$ cat config.mk
export PLATFORM = sky130hd
export DESIGN_NAME = prbs_chk_stats
export DESIGN_NICKNAME = d
export VERILOG_FILES = /design/src/sv/prbs_chk_pkg.sv /design/src/sv/prbs_chk_stats.sv
export SDC_FILE = /design/constraint.sdc
export NUM_CORES = 1
export LEC_CHECK = 0
export ABC_CLOCK_PERIOD_IN_PS = 2500
export BUFFER_PORTS_ARGS = -buffer_cell sky130_fd_sc_hd__buf_2
export CAP_MARGIN = 30
export CORE_MARGIN = 2
export CORE_UTILIZATION = 55
export CTS_CLUSTER_DIAMETER = 30
export DETAILED_ROUTE_END_ITERATION = 7
export PLACE_DENSITY = 0.78
export SETUP_SLACK_MARGIN = 0.3
export SYNTH_ARGS = -nofsm -noshare
export SYNTH_HDL_FRONTEND = slang
export SYNTH_SLANG_ARGS = --single-unit
$ cat constraint.sdc
create_clock -name clk -period 2.5 [get_ports clk]
set_input_delay 0.5 -clock clk [delete_from_list [all_inputs] [get_ports clk]]
set_output_delay 0.5 -clock clk [all_outputs]
set_load 0.02 [all_outputs]
$ cat src/sv/prbs_chk_pkg.sv
package prbs_chk_pkg;

	localparam int unsigned BYTE_W  = 8;
	localparam int unsigned LFSR_W  = 15;
	localparam int unsigned POS_W   = 16;
	localparam int unsigned COUNT_W = 17;
	localparam int unsigned MODE_W  = 3;
	localparam int unsigned CFG_W   = 15;
	localparam int unsigned IDX_W   = 1;

	localparam int unsigned DEF_MAX_RUN_LENGTH = 65536;
	localparam int unsigned COUNT_FIELD_MAX    = 131071;

	// Pattern modes; codes above PRBS behave as PRBS.
	localparam logic [MODE_W-1:0] MODE_ZEROS = 3'd0;
	localparam logic [MODE_W-1:0] MODE_ONES  = 3'd1;
	localparam logic [MODE_W-1:0] MODE_55    = 3'd2;
	localparam logic [MODE_W-1:0] MODE_AA    = 3'd3;
	localparam logic [MODE_W-1:0] MODE_PRBS  = 3'd4;

	localparam logic [BYTE_W-1:0] FILL_ZEROS = 8'h00;
	localparam logic [BYTE_W-1:0] FILL_ONES  = 8'hFF;
	localparam logic [BYTE_W-1:0] FILL_55    = 8'h55;
	localparam logic [BYTE_W-1:0] FILL_AA    = 8'hAA;

	localparam logic [LFSR_W-1:0] SEED_LSB   = 15'h0001;
	localparam logic [LFSR_W-1:0] SEED_RESET = 15'h0001;

	// Configuration register indexes.
	localparam logic [IDX_W-1:0] REG_PATTERN_MODE = 1'b0;
	localparam logic [IDX_W-1:0] REG_PRBS_SEED    = 1'b1;

	typedef struct packed {
		logic [BYTE_W-1:0] received_byte;
		logic              last_byte;
	} byte_item_t;

	typedef struct packed {
		logic [BYTE_W-1:0]  expected_byte;
		logic               mismatch;
		logic [COUNT_W-1:0] error_total;
		logic [POS_W-1:0]   first_error_offset;
		logic               first_error_valid;
		logic               run_complete;
	} result_item_t;

	// Control from the pipeline into the run statistics.
	typedef struct packed {
		logic advance;
		logic mismatch;
		logic last_byte;
	} stats_ctl_t;

	// Run statistics as they stand after the byte being retired.
	typedef struct packed {
		logic               run_start;
		logic [COUNT_W-1:0] error_total;
		logic [POS_W-1:0]   first_error_offset;
		logic               first_error_valid;
	} stats_t;

endpackage

$ cat src/sv/prbs_chk_stats.sv
module prbs_chk_stats
	import prbs_chk_pkg::*;
#(
	parameter int unsigned MAX_RUN_LENGTH = DEF_MAX_RUN_LENGTH
) (
	input  logic       clk,
	input  logic       arst_n,
	input  stats_ctl_t ctl,
	output stats_t     stat
);

	localparam logic [COUNT_W-1:0] COUNT_LIMIT = COUNT_W'(
		(MAX_RUN_LENGTH > COUNT_FIELD_MAX) ? COUNT_FIELD_MAX : MAX_RUN_LENGTH);
	localparam logic [POS_W-1:0] POS_MAX = '1;

	logic [POS_W-1:0]   pos_q;
	logic [COUNT_W-1:0] count_q;
	logic [POS_W-1:0]   offset_q;
	logic               seen_q;

	logic [COUNT_W-1:0] count_next;
	logic [POS_W-1:0]   offset_next;
	logic               seen_next;

	always_comb begin
		count_next  = (ctl.mismatch && (count_q < COUNT_LIMIT)) ? count_q + 1'b1 : count_q;
		offset_next = (ctl.mismatch && !seen_q) ? pos_q : offset_q;
		seen_next   = seen_q | ctl.mismatch;
	end

	assign stat.run_start          = (pos_q == '0);
	assign stat.error_total        = count_next;
	assign stat.first_error_offset = seen_next ? offset_next : '0;
	assign stat.first_error_valid  = seen_next;

	always_ff @(posedge clk or negedge arst_n) begin
		if (!arst_n) begin
			pos_q    <= '0;
			count_q  <= '0;
			offset_q <= '0;
			seen_q   <= 1'b0;
		end else if (ctl.advance) begin
			if (ctl.last_byte) begin
				pos_q    <= '0;
				count_q  <= '0;
				offset_q <= '0;
				seen_q   <= 1'b0;
			end else begin
				if (pos_q != POS_MAX) begin
					pos_q <= pos_q + 1'b1;
				end
				count_q  <= count_next;
				offset_q <= offset_next;
				seen_q   <= seen_next;
			end
		end
	end

endmodule

==> results of run 1 <==
registers in the layout, indices dropped and copies added, names as in the netlist:
| signal | flops |
|---|---|
| count_q | 17 |
| offset_q | 16 |
| pos_q | 16 |
| seen_q | 1 |
cell usage in the layout, fill, tap and decap left out, drive strengths merged, types with 3 or more instances in the layout:
cell type	synthesis	layout
nand3	10	10
a22oi	17	17
ha	3	3
o221ai	4	4
nand4	8	8
mux2i	13	13
clkbuf	14	6
nor3	9	9
a21oi	10	10
nor4	9	9
xnor2	12	12
a31oi	3	3
inv	16	16
and3	5	5
o21ai	19	19
nor2	24	24
nand2	45	45
a311o	3	3
xor2	3	3
dfrtp	50	50
and4	4	4
o2bb2ai	27	27
buf	21	70
nand2b	6	6
metrics by stage:
| step | hold WS [ns] | cell area, µm² | std cells | utilization, % |
|---|---|---|---|---|
| finish | 0.1550 | 3899 | 488 | 67.04 |
| global route | 0.1845 | 3899 | 488 | 67.04 |
| CTS | 0.1703 | 3755 | 480 | 64.57 |
| detailed placement | 0.5041 | 3515 | 461 | 60.43 |
| global placement | 0.4939 | 3515 | 461 | 60.43 |
| floorplan | 0.2044 | 3259 | 368 | - |
worst max-delay path: cells and delay by family (launching register included):
family	cells	cell delay (ns)
XOR/XNOR	1	0.20
buffers and inverters	2	0.38
flip-flops	1	0.44
AND/OR/NAND/NOR	2	0.57
where the power goes:
| group | internal (W) | switching [W] |
|---|---|---|
| sequential | 0.000905 | 0.000168 |
| clock | 0.000295 | 0.000290 |
| combinational | 0.000220 | 0.000309 |
| total | 0.00142 | 0.000767 |
logic make-up after synthesis:
logic type | count (synthesis) | synth area share (%)
AND/OR/NAND/NOR | 133 | 22.05
AO/OA/AOI/OAI | 101 | 23.09
buffers and inverters | 51 | 6.503
flip-flops | 50 | 38.48
XOR/XNOR | 15 | 4.040
multiplexers | 15 | 4.694
adder cells (fa/ha/maj) | 3 | 1.154
path summary, 6_finish.rpt:
| check | cells after the start | slack [ns] | endpoint | start |
|---|---|---|---|---|
| min in group clk | 1 | 0.52 | offset_q[15] | offset_q[15] |
| max in group asynchronous | 2 | 2.10 | count_q[3] | arst_n |
| hold / removal | 2 | 0.16 | count_q[13] | arst_n |
| setup / recovery | 5 | 0.09 | stat[31] | count_q[16] |
| hold reg to reg | 1 | 0.52 | offset_q[15] | offset_q[15] |
| setup reg to reg | 5 | 0.58 | pos_q[0] | pos_q[0] |
final cells by class:
cell class              instances  area, µm²
repair buffers                 71      498.0
fillers                       464       1917
clock buffers                   5      68.82
inverters                      16      60.06
multi-input cells             268       1876
well taps                      75      93.84
flip-flops and latches         50       1262
clock inverters                 3      40.04
repair_timing:
action	4_1_cts	5_1_grt
pin swaps	5	12
endpoints found under the setup margin	13	23
resized for setup	13	24
setup buffers	10	8
cloned	1	0
per-layer routing:
layer	wire length [µm]	up-vias	GRT usage, %
li1	-	1442	-
met1	3674	1496	32.23
met2	4149	101	43.80
met3	323	21	3.889
met4	244	0	10.34
met5	0	-	0
==> qor.txt, run 1 <==
initial antenna violation count = 0
area grow syn2layout = 19.89%
Hold WC Path Type = primary input to asynchronous set/reset pin
GR Util All Layers = 25.56%
Max FO, Critical Path = 5
post-synth top area share = 38.48%
GPL Wtd Cong = 0.8045
most instantiated cells after synthesis = dfrtp_1, nand2_1, o2bb2ai_1, nor2_1, o21ai_0
Unique masters post-synth = 55
DR vias = 3060
Final Hold Viols = 0
CP endpoint kind = primary output
CTS tree = yes
Crit path top cell by count = buf_4
Seq cells post-synth = 50
Fmax = 415.1 MHz
die area = 6543 µm²
Antenna Nets Post-Route = 0
total iterations of the first detailed-routing run = 7
Yosys top cell by area = dfrtp_1
setup ws final = 0.09103 ns
Synth Flop Type = dfrtp_1
Post-synth EDFFs = 0
initial core utilization = 55.92%
drt via density = 6.270
Place WS = 0.2559 ns
fin crit share = 96.36%
Crit-path slowest cell = dfrtp_2
Seq/Total Area, Yosys = 38.48%
most common cell in the netlist = dfrtp_1
area of the core = 5816 µm²
antenna diode count = 0
Synth area leaders = dfrtp_1, o2bb2ai_1, nand2_1, mux2i_1, a22oi_1
PD cells = 560.9 nW/µm²
Die Y = 80.89 µm
global route overflow = 0
clock tree buffer depth = 2
kind of critical path = flop to primary output
crit-path max cell delay = 0.44 ns
clock-pin slew on the worst setup and hold paths = 0.10 ns
outcome = complete, no violations
I/O pin count = 40
leakage power = 1.775 nW
synthesized area = 3252 µm²
final wirelength = 8.391 mm
post-synthesis instance total = 368
crit start category = flop
routed len/inst = 17.19 µm
TNS Setup = 0 ns
Final setup viols = 0
clk_lat worst skew = 0.31 ns
Mean Syn Cell Area = 8.837 µm²
Worst Path Arrival = 1.91 ns
DRC = 0
Slew Viols, Final = 0
maximum VDD drop = 0.3557 mV
Initial DRC Count = 194
FP Rows = 28
Die Width = 80.89 µm
slew margin rel. = 61.16%
hold_buf cts = 0
worst slew pin tran = 0.5826 ns
max-cap viol count = 0
share of layout cells above drive strength 1 = 26.88%
htree depth = 2
clk_skew = 0.008827 ns
Synth Warn # = 0
Critical Path RT = 2.00 ns
crit path cell chain = nand4b_2 -> buf_4 -> nor4_4 -> xnor2_1 -> buf_4
fin crit period = 2.409 ns
vias in the first global route = 2831
largest net degree at the start of global routing = 55
Net count, final = 420
Root Buffer = clkbuf_8
Async SR Flop Fraction = 100.0%
total power = 0.002187 W
first-pass GRT wire length = 13.32 mm
Net Count, Synth = 376
Sink Count = 50
Buffers on Ports = 39
unrepaired setup endpoints after global routing = yes
HPWL Detailed = 5.290 mm
cts bufs inserted = 5
Power figures use the tool's default switching activity.
==> run 2: changes to the inputs <==
- BUFFER_PORTS_ARGS: -buffer_cell sky130_fd_sc_hd__buf_2 -> not set
- DONT_BUFFER_PORTS: not set -> 1
- PLACE_DENSITY: 0.78 -> 0.72
- SKIP_LAST_GASP: not set -> 1
==> qor.txt, run 2 (same netlist as run 1, synthesis figures left out) <==
outcome = complete, no violations
clock tree buffer depth = 2
GPL Wtd Cong = 0.8117
routed len/inst = 18.17 µm
I/O pin count = 40
area of the core = 5816 µm²
vias in the first global route = 2783
maximum VDD drop = 0.3004 mV
max FFs per register = 17
Die Width = 80.89 µm
placed cell areas = 3435 µm²
clk_lat worst skew = 0.31 ns
DRC = 0
Max FO, Critical Path = 3
crit start category = flop
DR vias = 3020
fin crit period = 2.395 ns
antenna diode count = 0
initial antenna violation count = 0
initial core utilization = 55.92%
Buffers on Ports = 0
Buf/Inv on CP = 0
Final Hold Viols = 0
global route overflow = 0
leakage power = 1.772 nW
Core Util, Final = 68.24%
fin crit share = 95.82%
cts bufs inserted = 5
FP Rows = 28
Sink Count = 50
Die Y = 80.89 µm
HPWL Detailed = 5.154 mm
register-to-register path setup slack = 0.24 ns
Crit path max-delay family = simple AND/OR/NAND/NOR gates
area grow syn2layout = 22.05%
htree depth = 2
Root Buffer = clkbuf_8
clk_skew = 0.005575 ns
drt via density = 6.318
Initial DRC Count = 199
crit path cell chain = ha_4 -> nand4_1 -> nor4_2 -> and3_1 -> xor2_2
most frequent cells in the layout = buf_4, nand2_1, dfrtp_1
Crit-path slowest cell = dfrtp_1
first-pass GRT wire length = 13.81 mm
Critical Path RT = 2.00 ns
unrepaired setup endpoints after global routing = yes
Net count, final = 410
Final Instance Count excl. Fillers = 478
CP endpoint kind = primary output
placed cells = 439
GR Util All Layers = 26.78%
Largest Register = count_q
PD cells = 553.0 nW/µm²
design area = 3969 µm²
most common cell after layout, fill and taps aside = buf_4
Antenna Nets Post-Route = 0
max-cap viol count = 0
Hold WC Path Type = primary input to asynchronous set/reset pin
crit-path max cell delay = 0.43 ns
total iterations of the first detailed-routing run = 5
final wirelength = 8.685 mm
die area = 6543 µm²
share of layout cells above drive strength 1 = 26.05%
largest net degree at the start of global routing = 56
Worst Path Arrival = 1.90 ns
WHS = 0.03707 ns
Fmax = 417.5 MHz
Final setup viols = 0
Slew Viols, Final = 0
TNS Setup = 0 ns
clock-pin slew on the worst setup and hold paths = 0.09 ns
worst slew pin tran = 0.6642 ns
CTS tree = yes
kind of critical path = flop to primary output
biggest regs = count_q: 17 flops, offset_q: 16 flops, pos_q: 16 flops
slew margin rel. = 55.40%
==> run 2: changes by cell type in the layout (fill, tap and decap cells not counted), sizes merged <==
cell	before	now
clkinv	2	0
buf	70	62
clkbuf	6	7
nand4b	2	1
==> run 2: through the flow <==
step / total power [W] / setup WS (ns)
finish: 0.002195 / 0.1045
CTS: 0.002165 / 0.1531
detailed placement: 0.001542 / 0.2513
global route: 0.002311 / 0.04483
floorplan: 0.001413 / 0.3110
global placement: 0.001526 / 0.3044
==> run 2: per-layer routing <==
metal  track usage [%]  vias to the layer above  share of wire (%)
met3             4.889                       26                5.8
met2             46.12                      114                 50
met5                 0                        -                  0
met4             7.966                        0                2.7
met1             34.33                     1454                 42
li1                  -                     1426                  -
==> run 2: timing repair <==
action                                  CTS  global route
endpoints found under the hold margin    50             0
pin swaps                                 5             8
endpoints found under the setup margin   11            15
setup buffers                            20            10
gates cloned                              0             0
gates resized for setup                  24            12
hold buffers                              1             0
==> run 2: report_power, final <==
| group | leakage, nW | total, W | internal [W] | switching (W) |
|---|---|---|---|---|
| logic | 1.05 | 0.000565 | 0.000248 | 0.000316 |
| clock network | 0.0524 | 0.000578 | 0.000300 | 0.000278 |
| registers | 0.665 | 0.00105 | 0.000905 | 0.000147 |
| total | 1.77 | 0.00219 | 0.00145 | 0.000741 |
==> run 2: path summary, 6_finish.rpt <==
path / from / to / depth (start not counted)
worst max-delay path: count_q[1] / stat[29] / 5
worst min-delay path: arst_n / count_q[10] / 1
worst max register to register: count_q[16] / count_q[15] / 11
worst min register to register: offset_q[7] / offset_q[7] / 1
max in group asynchronous: arst_n / count_q[3] / 1
min in group clk: ctl[0] / count_q[10] / 1
==> run 2: worst reg2reg max path: stages, from the launching register on <==
cell,delay [ns]
dfrtp_1,0.42
nand4b_4,0.26
buf_6,0.19
nor4_4,0.20
nand2_2,0.13
buf_6,0.13
buf_6,0.11
buf_6,0.10
buf_6,0.11
buf_6,0.10
buf_6,0.10
a221o_1,0.30
==> run 2: area by class of cell <==
cell class	count	area, µm²
multi-input cells	267	1936
fillers	451	1847
flip-flops and latches	50	1261
repair buffers	62	511.7
well taps	75	93.84
clock buffers	7	76.32
inverters	16	60.06
clock inverters	1	30.03
